===== src/hdl/llconv_pkg.sv =====
package llconv_pkg;

    // Field widths of the linear power-bus converter.
    localparam int VAL_W    = 42;          // fixed-point value, 16 fraction bits
    localparam int VALX_W   = VAL_W + 1;   // value plus one carry bit
    localparam int RAW_W    = 16;          // linear bus word
    localparam int MODE_W   = 2;
    localparam int MANT_W   = 11;          // LINEAR11 mantissa
    localparam int EXP_W    = 5;           // LINEAR11 exponent
    localparam int EXP_N    = 32;          // exponents tried, -16 to 15
    localparam int EXP_BIAS = 16;          // exponent code = shift + bias (mod 32)
    localparam int L16_SHIFT = 6;          // value * 1024 / 65536

    // Mantissa limits for the LINEAR11 fit test.
    localparam int L11_POS_LIM = 1023;
    localparam int L11_NEG_LIM = 1024;

    // Stream word widths.
    localparam int S_TDATA_W = 64;
    localparam int S_TUSER_W = MODE_W;
    localparam int M_TDATA_W = 64;
    localparam int M_TUSER_W = 1;

    typedef enum logic [MODE_W-1:0] {
        MODE_ENC_L11 = 2'd0,
        MODE_DEC_L11 = 2'd1,
        MODE_ENC_L16 = 2'd2,
        MODE_DEC_L16 = 2'd3
    } t_mode;

    // Magnitude bound for shift k: the rounded mantissa (mag + 2^(k-1)) >> k
    // stays within the limit exactly when mag is below this value.
    function automatic logic [VALX_W-1:0] l11_limit(input int unsigned k, input logic neg);
        logic [VALX_W-1:0] top;
        logic [VALX_W-1:0] half;
        top  = (neg ? VALX_W'(L11_NEG_LIM + 1) : VALX_W'(L11_POS_LIM + 1)) << k;
        half = (VALX_W'(1) << k) >> 1;
        return top - half;
    endfunction

endpackage


===== src/hdl/linear11_linear16_converter_unit.sv =====
// Linear power-bus converter: LINEAR11 and LINEAR16 encode and decode.
// An accepted input word passes the input register, then the result register
// after the conversion logic. Throughput: one word per cycle; both stages
// advance whenever the result register is empty or being taken. Reset is
// synchronous and active low; it empties both stages, payload registers are
// not reset.
module linear11_linear16_converter_unit
    import llconv_pkg::*;
(
    input  logic                 i_clk,
    input  logic                 i_rst_n,
    input  logic                 s_axis_tvalid,
    output logic                 s_axis_tready,
    // [41:0] value_in, [57:42] raw_in, [63:58] zero
    input  logic [S_TDATA_W-1:0] s_axis_tdata,
    // [1:0] mode
    input  logic [S_TUSER_W-1:0] s_axis_tuser,
    output logic                 m_axis_tvalid,
    input  logic                 m_axis_tready,
    // [15:0] raw_out, [57:16] value_out, [63:58] zero
    output logic [M_TDATA_W-1:0] m_axis_tdata,
    // [0] range_flag
    output logic [M_TUSER_W-1:0] m_axis_tuser
);

    localparam int PAD_W = M_TDATA_W - RAW_W - VAL_W;

    logic                    r_in_valid;
    t_mode                   r_mode;
    logic signed [VAL_W-1:0] r_value;
    logic [RAW_W-1:0]        r_raw;
    logic                    r_out_valid;
    logic [RAW_W-1:0]        r_out_raw;
    logic [VAL_W-1:0]        r_out_value;
    logic                    r_out_flag;

    logic                    adv_out;
    logic                    adv_in;
    logic [RAW_W-1:0]        l11_raw;
    logic                    l11_flag;
    logic [VAL_W-1:0]        mag;
    logic [VAL_W-L16_SHIFT-1:0] l16_t;
    logic [VAL_W-1:0]        mant_ext;
    logic [EXP_W-1:0]        dec_shift;
    logic [RAW_W-1:0]        n_out_raw;
    logic [VAL_W-1:0]        n_out_value;
    logic                    n_out_flag;

    // Stage handshakes: each stage takes a word when it is empty or the next one has room.
    assign adv_out       = !r_out_valid || m_axis_tready;
    assign adv_in        = !r_in_valid || adv_out;
    assign s_axis_tready = adv_in;

    // Input register.
    always_ff @(posedge i_clk) begin
        if (!i_rst_n) begin
            r_in_valid <= 1'b0;
        end else if (adv_in) begin
            r_in_valid <= s_axis_tvalid;
        end
        if (adv_in && s_axis_tvalid) begin
            r_mode  <= t_mode'(s_axis_tuser[MODE_W-1:0]);
            r_value <= $signed(s_axis_tdata[VAL_W-1:0]);
            r_raw   <= s_axis_tdata[VAL_W +: RAW_W];
        end
    end

    llconv_l11_enc u_l11_enc (
        .i_value (r_value),
        .o_raw   (l11_raw),
        .o_flag  (l11_flag)
    );

    // LINEAR16 encode, both decodes and the result select for every mode.
    always_comb begin
        mag       = r_value[VAL_W-1] ? (~$unsigned(r_value) + VAL_W'(1)) : $unsigned(r_value);
        l16_t     = mag[VAL_W-1:L16_SHIFT];
        mant_ext  = {{(VAL_W - MANT_W){r_raw[MANT_W-1]}}, r_raw[MANT_W-1:0]};
        dec_shift = r_raw[RAW_W-1:MANT_W] + EXP_W'(EXP_BIAS);

        n_out_raw   = '0;
        n_out_value = '0;
        n_out_flag  = 1'b0;
        case (r_mode)
            MODE_ENC_L11: begin
                n_out_raw  = l11_raw;
                n_out_flag = l11_flag;
            end
            MODE_DEC_L11: begin
                n_out_value = mant_ext << dec_shift;
            end
            MODE_ENC_L16: begin
                if (r_value[VAL_W-1]) begin
                    n_out_flag = (l16_t != '0);
                end else if (l16_t[VAL_W-L16_SHIFT-1:RAW_W] != '0) begin
                    n_out_raw  = '1;
                    n_out_flag = 1'b1;
                end else begin
                    n_out_raw = l16_t[RAW_W-1:0];
                end
            end
            MODE_DEC_L16: begin
                n_out_value = {{(VAL_W - RAW_W - L16_SHIFT){1'b0}}, r_raw, {L16_SHIFT{1'b0}}};
            end
            default: begin
                n_out_raw = '0;
            end
        endcase
    end

    // Result register.
    always_ff @(posedge i_clk) begin
        if (!i_rst_n) begin
            r_out_valid <= 1'b0;
        end else if (adv_out) begin
            r_out_valid <= r_in_valid;
        end
        if (adv_out && r_in_valid) begin
            r_out_raw   <= n_out_raw;
            r_out_value <= n_out_value;
            r_out_flag  <= n_out_flag;
        end
    end

    assign m_axis_tvalid = r_out_valid;
    assign m_axis_tdata  = {{PAD_W{1'b0}}, r_out_value, r_out_raw};
    assign m_axis_tuser  = r_out_flag;

endmodule


===== src/hdl/llconv_l11_enc.sv =====
module llconv_l11_enc
    import llconv_pkg::*;
(
    input  logic signed [VAL_W-1:0] i_value,
    output logic        [RAW_W-1:0] o_raw,
    output logic                    o_flag
);

    logic              neg;
    logic [VAL_W-1:0]  mag;
    logic [EXP_N-1:0]  fit;
    logic              found;
    logic [EXP_W-1:0]  sel;
    logic [VALX_W-1:0] half;
    logic [VALX_W-1:0] rounded;
    logic [MANT_W:0]   mant;
    logic [MANT_W-1:0] mant_bits;
    logic [EXP_W-1:0]  exp_code;

    // Magnitude of the input; the most negative value maps to 2^41.
    always_comb begin
        neg = i_value[VAL_W-1];
        mag = neg ? (~$unsigned(i_value) + VAL_W'(1)) : $unsigned(i_value);
    end

    // Fit test for every shift in parallel against constant bounds.
    always_comb begin
        for (int k = 0; k < EXP_N; k++) begin
            fit[k] = ({1'b0, mag} < l11_limit(k, neg));
        end
    end

    // Smallest shift that fits wins.
    always_comb begin
        found = |fit;
        sel   = '0;
        for (int k = EXP_N - 1; k >= 0; k--) begin
            if (fit[k]) begin
                sel = EXP_W'(k);
            end
        end
    end

    // Round half away from zero at the chosen shift and pack the word; zero or no fit gives an empty word.
    always_comb begin
        half      = (VALX_W'(1) << sel) >> 1;
        rounded   = ({1'b0, mag} + half) >> sel;
        mant      = rounded[MANT_W:0];
        mant_bits = neg ? (~mant[MANT_W-1:0] + MANT_W'(1)) : mant[MANT_W-1:0];
        exp_code  = sel + EXP_W'(EXP_BIAS);
        if (mag == '0) begin
            o_raw  = '0;
            o_flag = 1'b0;
        end else if (!found) begin
            o_raw  = '0;
            o_flag = 1'b1;
        end else begin
            o_raw  = {exp_code, mant_bits};
            o_flag = 1'b0;
        end
    end

endmodule


===== config.mk =====
export PLATFORM = sky130hd
export DESIGN_NAME = linear11_linear16_converter_unit
export DESIGN_NICKNAME = d
export VERILOG_FILES = /design/src/hdl/llconv_pkg.sv /design/src/hdl/linear11_linear16_converter_unit.sv /design/src/hdl/llconv_l11_enc.sv
export SDC_FILE = /design/constraint.sdc
export NUM_CORES = 1
export LEC_CHECK = 0
export ABC_AREA = 0
export ABC_CLOCK_PERIOD_IN_PS = 12500
export BUFFER_PORTS_ARGS = -buffer_cell sky130_fd_sc_hd__buf_4
export CELL_PAD_IN_SITES_DETAIL_PLACEMENT = 1
export CELL_PAD_IN_SITES_GLOBAL_PLACEMENT = 1
export CORE_MARGIN = 4
export CORE_UTILIZATION = 35
export CTS_CLUSTER_DIAMETER = 200
export DETAILED_ROUTE_END_ITERATION = 16
export GPL_ROUTABILITY_DRIVEN = 0
export PLACE_DENSITY_LB_ADDON = 0.1
export SYNTH_ARGS = -nofsm -noshare
export SYNTH_HDL_FRONTEND = slang
export SYNTH_SLANG_ARGS = --single-unit

===== constraint.sdc =====
create_clock -name i_clk -period 12.5 [get_ports i_clk]
set_clock_uncertainty 0.1 [all_clocks]
set_input_delay 0.625 -clock i_clk [delete_from_list [all_inputs] [get_ports i_clk]]
set_output_delay 0.625 -clock i_clk [all_outputs]
set_load 0.05 [all_outputs]

Word-level counts from Yosys, hierarchy flattened
Cells that the tools add are included.
{"block": "totals", "ff_bits": 121, "output_inout_bits": 67, "wordCells": 141}
{"block": "classes", "shifts": 3, "n_mux": 46, "n_addsub": 36, "reduce_logical": 11, "eq_ne": 3, "order_cmp": 32, "n_bitwise": 2}
{"operator": "42-bit by 43-bit < comparator with 1-bit output", "count": 31}
{"operator": "5-bit 2-to-1 mux", "count": 32}
{"operator": "42-bit case mux with 2 select lines", "count": 1}
{"operator": "16-bit 2-to-1 mux", "count": 4}
{"operator": "42-bit by 42-bit adder with 43-bit output", "count": 1}
{"operator": "1-bit by 5-bit << shifter with 43-bit output, first input constant", "count": 1}
{"operator": "43-bit by 5-bit >> shifter with 11-bit output", "count": 1}
{"operator": "43-bit by 10-bit subtractor with 43-bit output, second input constant", "count": 1}
{"operator": "43-bit by 11-bit subtractor with 43-bit output, second input constant", "count": 1}
{"operator": "43-bit by 12-bit subtractor with 43-bit output, second input constant", "count": 1}
{"operator": "43-bit by 13-bit subtractor with 43-bit output, second input constant", "count": 1}
{"operator": "43-bit by 14-bit subtractor with 43-bit output, second input constant", "count": 1}
{"operator": "43-bit by 15-bit subtractor with 43-bit output, second input constant", "count": 1}
{"operator": "43-bit by 16-bit subtractor with 43-bit output, second input constant", "count": 1}
{"operator": "43-bit by 17-bit subtractor with 43-bit output, second input constant", "count": 1}
{"operator": "43-bit by 18-bit subtractor with 43-bit output, second input constant", "count": 1}
{"operator": "43-bit by 19-bit subtractor with 43-bit output, second input constant", "count": 1}
{"operator": "43-bit by 20-bit subtractor with 43-bit output, second input constant", "count": 1}
{"operator": "43-bit by 21-bit subtractor with 43-bit output, second input constant", "count": 1}
{"operator": "43-bit by 22-bit subtractor with 43-bit output, second input constant", "count": 1}
{"operator": "43-bit by 23-bit subtractor with 43-bit output, second input constant", "count": 1}
{"operator": "43-bit by 24-bit subtractor with 43-bit output, second input constant", "count": 1}
{"operator": "43-bit by 25-bit subtractor with 43-bit output, second input constant", "count": 1}
{"operator": "43-bit by 26-bit subtractor with 43-bit output, second input constant", "count": 1}
{"operator": "other kinds (36)", "count": 45}

Longest topological paths before layout
{"block": "logic_depth", "ltp_word": 45, "ltp_mapped": 49}

Cells and area by module
Synthesis repeated with hierarchy kept, for this count alone.
{"block": "unflattened", "hier_cells": 2107, "area_unflattened_um2": 16637.2}
{"module": "llconv_l11_enc", "cells_each": 1587, "n_inst": 1, "area_per_inst_um2": 10556.4}
{"module": "linear11_linear16_converter_unit", "cells_each": 520, "n_inst": 1, "area_per_inst_um2": 6080.8}

Least setup slack after synthesis
Ideal clock, no wire load.
{"block": "synth_path", "path_type": "reg2reg", "startpoint": "register r_value[41]", "endpoint": "register r_out_raw[10] (data pin)", "setup_ns": 0.266, "required_time_ns": 12.134, "arrival_ns": 10.629, "slack_ns": 1.506, "stages_incl_launch_ff": 48, "n_path_buf": 12, "path_cell_list": "edfxtp_1 > buf_4 > clkbuf_1 > clkbuf_1 > clkbuf_1 > clkbuf_1 > buf_4 > clkbuf_1 > nand2_1 > xnor2_1 > ha_1 > and4_1 > clkbuf_1 > nand2_1 > or4_1 > nand3_1 > o221ai_1 > a32o_1 > [... 12 more ...] > o2111ai_1 > nand2_1 > a21oi_1 > nor3_1 > o2bb2ai_1 > o41ai_1 > o21bai_1 > a21oi_1 > xnor2_1 > a21oi_1 > mux2_2 > o221ai_1 > a221oi_2 > ha_1 > inv_1 > nor3b_1 > a211oi_1 > or3b_1"}
{"block": "synth_via", "elab_chain_len": 45}
{"item": "start: declaration", "line_no": "linear11_linear16_converter_unit.sv:30", "rtl": "logic signed [VAL_W-1:0] r_value;"}
{"item": "start signal: assignment", "line_no": "linear11_linear16_converter_unit.sv:63", "rtl": "r_value <= $signed(s_axis_tdata[VAL_W-1:0]);"}
{"item": "42-bit inverter", "line_no": "linear11_linear16_converter_unit.sv:76, llconv_l11_enc.sv:23"}
{"item": "42-bit by 1-bit adder with 42-bit output", "line_no": "linear11_linear16_converter_unit.sv:76, llconv_l11_enc.sv:23"}
{"item": "42-bit 2-to-1 mux", "line_no": "linear11_linear16_converter_unit.sv:76, llconv_l11_enc.sv:23"}
{"item": "42-bit by 43-bit < comparator with 1-bit output", "line_no": "llconv_l11_enc.sv:29", "rtl": "fit[k] = ({1'b0, mag} < l11_limit(k, neg));"}
{"item": "5-bit 2-to-1 mux (32 in a row)", "line_no": "llconv_l11_enc.sv:38", "rtl": "if (fit[k]) begin"}
{"item": "1-bit by 5-bit << shifter with 43-bit output", "line_no": "llconv_l11_enc.sv:46", "rtl": "half = (VALX_W'(1) << sel) >> 1;"}
{"item": "42-bit by 42-bit adder with 43-bit output", "line_no": "llconv_l11_enc.sv:47", "rtl": "rounded = ({1'b0, mag} + half) >> sel;"}
{"item": "43-bit by 5-bit >> shifter with 11-bit output", "line_no": "llconv_l11_enc.sv:47"}
{"item": "11-bit inverter", "line_no": "llconv_l11_enc.sv:49", "rtl": "mant_bits = neg ? (~mant[MANT_W-1:0] + MANT_W'(1)) : mant[MANT_W-1:0];"}
{"item": "11-bit by 1-bit adder with 11-bit output", "line_no": "llconv_l11_enc.sv:49"}
{"item": "11-bit 2-to-1 mux", "line_no": "llconv_l11_enc.sv:49"}
{"item": "16-bit 2-to-1 mux", "line_no": "llconv_l11_enc.sv:54", "rtl": "end else if (!found) begin"}
{"item": "16-bit 2-to-1 mux", "line_no": "llconv_l11_enc.sv:51", "rtl": "if (mag == '0) begin"}
{"item": "16-bit case mux with 2 select lines (*)", "line_no": "linear11_linear16_converter_unit.sv:84", "rtl": "case (r_mode)"}
{"item": "via n_out_raw[10]", "line_no": "linear11_linear16_converter_unit.sv:45", "rtl": "logic [RAW_W-1:0] n_out_raw;"}
{"item": "end signal: assignment", "line_no": "linear11_linear16_converter_unit.sv:119", "rtl": "r_out_raw <= n_out_raw;"}
{"item": "end: declaration", "line_no": "linear11_linear16_converter_unit.sv:33", "rtl": "logic [RAW_W-1:0] r_out_raw;"}
The timed path passes the listed nets; every way through them passes the cells marked *.
A chain may end at the register's enable or synchronous reset.

Final worst setup path
{"block": "layout_path", "startpoint": "register r_value[19]", "endpoint": "register r_out_raw[10] (data pin)"}
{"block": "layout_via", "elab_chain_len": 45}
{"item": "42-bit inverter", "line_no": "linear11_linear16_converter_unit.sv:76, llconv_l11_enc.sv:23"}
{"item": "42-bit by 1-bit adder with 42-bit output", "line_no": "linear11_linear16_converter_unit.sv:76, llconv_l11_enc.sv:23"}
{"item": "42-bit 2-to-1 mux (*)", "line_no": "linear11_linear16_converter_unit.sv:76, llconv_l11_enc.sv:23"}
{"item": "42-bit by 43-bit < comparator with 1-bit output", "line_no": "llconv_l11_enc.sv:29"}
{"item": "5-bit 2-to-1 mux (32 in a row)", "line_no": "llconv_l11_enc.sv:38"}
{"item": "1-bit by 5-bit << shifter with 43-bit output", "line_no": "llconv_l11_enc.sv:46"}
{"item": "42-bit by 42-bit adder with 43-bit output", "line_no": "llconv_l11_enc.sv:47"}
{"item": "43-bit by 5-bit >> shifter with 11-bit output", "line_no": "llconv_l11_enc.sv:47"}
{"item": "11-bit inverter", "line_no": "llconv_l11_enc.sv:49"}
{"item": "11-bit by 1-bit adder with 11-bit output", "line_no": "llconv_l11_enc.sv:49"}
{"item": "11-bit 2-to-1 mux", "line_no": "llconv_l11_enc.sv:49"}
{"item": "16-bit 2-to-1 mux", "line_no": "llconv_l11_enc.sv:54"}
{"item": "16-bit 2-to-1 mux", "line_no": "llconv_l11_enc.sv:51"}
{"item": "16-bit case mux with 2 select lines (*)", "line_no": "linear11_linear16_converter_unit.sv:84"}
{"item": "via n_out_raw[10]", "line_no": "linear11_linear16_converter_unit.sv:45"}
Marked as above.

==> results.ini <==
[power_and_ir_drop]
p_total_mw=2.05
power_leakage_nw=6.82
p_per_area_mw_per_mm2=112
ir_drop_uv=110

[floorplan]
std_cell_rows=78
dieArea_mm2=0.0491
initial_core_util_pct=35.3
die_h_um=222
dieWidth_um=222
io_pins=137
coreArea_mm2=0.0453

[worst_setup_path]
path_buf_inv=2
reg2reg_slack_ns=0.45
crit_arrival_ns=12.14
crit_cells=38
critPathMaxStageDelay_ns=0.77
worstPathRequired_ns=12.59
endpoint_kind=flip-flop
crit_type=flip-flop to flip-flop
worstRegToRegCells=38
r2r_end=r_out_raw[10]$_DFFE_PP_
slowest_stage=a2111oi_0
crit_family=compound AO/OA/AOI/OAI gates
timing.rr.start=r_value[19]$_DFFE_PP_
critPathMaxFanout=9
crit_path_start_kind=flip-flop

[timing]
finalCriticalPeriod_ns=12.05
fmax_mhz=83.0
rsz0062_at_grt=no
min_period_over_period_pct=96.4
fin_tns_setup_ns=0
holdWs_ns=0.251
slew_headroom_pct=17.7
hold_viol=0
tightest_slew_ns=1.22
slew_viol_final=0
finalSetupViolCount=0
worst_slack_ns=0.450

[final_layout]
fin_util_pct=40.4
num-nets-final=2276
fill_cells=5585
syn2layout_area_growth_pct=14.5
diodes=0
drive_above_1_share_pct=16.6

[clocking]
post-cts-setup-buffers=0
cts.sinks=121
clock-root-buffer=clkbuf_16
cts.repair.resized=0
ctsHoldBuffers=0
htree_levels=4
cts_max_path_buffers=2
numCtsBuffers=17
insertion_delay_ns=0.45
tritoncts=done
clk_pin_slew_worst_paths_ns=0.07

[synthesis]
syn-cell-area_mm2=0.0160
ys_seq_elements=121
seq_area_frac_synth_pct=22.6
async_reset_ff_share_pct=0
synth_warnings=0
yosysUniqueCellTypes=124
synth_cells=2040
synth_edf_count=119
synth-main-ff-cell=edfxtp_1
syn_area_per_cell_um2=7.83

[grt]
grt_pass1_vias=17348
grt_pass1_wl_um=108000
grt_max_degree=109
grtUsageTotal_pct=27.8
grt.overflow.total=0
antenna_found_initial=1

[worst_hold_path]
hp-start=s_axis_tdata[35]
hold_end=r_value[35]$_DFFE_PP_
whs_path_depth=1
hold_class=input port to flip-flop

[detailed_routing]
wl_per_cell_um=26.0
via_per_inst=6.39
drt_iter0_drc=1634
drtAntennaViolNets=0
via_count=17546
post-route-drc-count=0
routed_wl_um=71400
drt_first_pass_iters=7

[run_status]
outcome=finished clean

[place]
post-place-ws_ns=0.0964
portBuffers=124
dp_hpwl_um=57000

[job]
max_cap_viol_count=0

## report_power, final
group	total (mW)	internal (mW)	leakage [nW]	switching, mW
combinational	1.09	0.363	5.41	0.724
sequential	0.509	0.477	1.15	0.0321
clock	0.456	0.257	0.256	0.199
total	2.05	1.10	6.82	0.955
## metrics by stage
| stage | cells | area (µm²) |
|---|---|---|
| floorplan | 2045 | 16000 |
| global placement | 2713 | 17600 |
| detailed placement | 2713 | 17600 |
| CTS | 2745 | 18200 |
| global route | 2745 | 18300 |
| finish | 2745 | 18300 |
## routing by layer
layer	GRT usage, %	wire [µm]	vias up	part of all wire [%]
met5	0	0	-	0
met4	8.54	2050	0	2.9
met3	2.90	4120	93	5.8
met2	43.1	31800	602	45
met1	40.8	33400	8767	47
li1	-	-	8084	-
## logic make-up (layout without fill, tap and decap cells)
logic type	Yosys count	in the layout	share of synthesized area, %
flip-flops	121	121	22.6
adder cells (fa/ha/maj)	74	74	5.84
AND/OR/NAND/NOR	762	762	25.1
other	1	6	0.0235
XOR/XNOR	81	81	4.49
multiplexers	51	51	3.52
buffers and inverters	206	306	5.94
AO/OA/AOI/OAI	744	744	32.4
## area by class of cell
| class | count | area [µm²] | share of cell area (%) |
|---|---|---|---|
| tap | 600 | 751 | 4.11 |
| inverter | 62 | 233 | 1.27 |
| clock inverter | 14 | 116 | 0.636 |
| multi-input combinational | 1718 | 11500 | 63.1 |
| timing repair buffer | 212 | 1600 | 8.77 |
| clock buffer | 18 | 429 | 2.35 |
| sequential | 121 | 3610 | 19.8 |
## registers in the layout, indices dropped and copies added (netlist names)
signal,cells
r_out_raw,16
m_axis_tvalid,1
r_value,42
r_mode,2
r_out_value,42
m_axis_tuser,1
r_raw,16
r_in_valid,1
## cells in the mapped netlist, types with 18 or more instances
| library cell | count | area, µm² |
|---|---|---|
| nand4_1 | 30 | 188 |
| o211ai_1 | 39 | 293 |
| buf_4 | 24 | 180 |
| a211oi_1 | 36 | 270 |
| inv_1 | 57 | 214 |
| and3_1 | 18 | 113 |
| ha_1 | 73 | 913 |
| nor3_1 | 78 | 390 |
| clkbuf_1 | 77 | 289 |
| nand3_1 | 84 | 420 |
| a31oi_1 | 25 | 156 |
| o31ai_1 | 20 | 150 |
| buf_2 | 28 | 140 |
| nand2_1 | 168 | 631 |
| o21ai_0 | 149 | 746 |
| a21oi_1 | 142 | 711 |
| a21o_1 | 48 | 360 |
| nor2_1 | 179 | 672 |
| o21a_1 | 20 | 150 |
| edfxtp_1 | 119 | 3570 |
| nor4_1 | 32 | 200 |
| or3_1 | 21 | 131 |
| mux2i_1 | 36 | 360 |
| xor2_1 | 21 | 184 |
| o21ai_1 | 19 | 95.1 |
| xnor2_1 | 59 | 517 |
| nor2b_1 | 22 | 138 |
| nand2b_1 | 19 | 119 |
## how the worst max path moves through the flow
stage | startpoint | end
CTS | r_value[19]$_DFFE_PP_ | r_out_raw[10]$_DFFE_PP_
finish | r_value[19]$_DFFE_PP_ | r_out_raw[10]$_DFFE_PP_
global placement | r_value[15]$_DFFE_PP_ | r_out_raw[10]$_DFFE_PP_
floorplan | r_value[41]$_DFFE_PP_ | r_out_raw[10]$_DFFE_PP_
global route | r_value[20]$_DFFE_PP_ | r_out_raw[10]$_DFFE_PP_
detailed placement | r_value[19]$_DFFE_PP_ | r_out_raw[10]$_DFFE_PP_
## layout by cell type (no fill, tap or decap), types with 48 or more instances in the layout
master,netlist,final
a21o_1,48,48
nor3_1,78,77
ha_1,73,73
xnor2_1,59,58
o21ai_0,149,149
nand2_1,168,168
edfxtp_1,119,119
nor2_1,179,179
a21oi_1,142,142
inv_1,57,56
buf_4,24,211
nand3_1,84,82
Power figures use the tool's default switching activity.
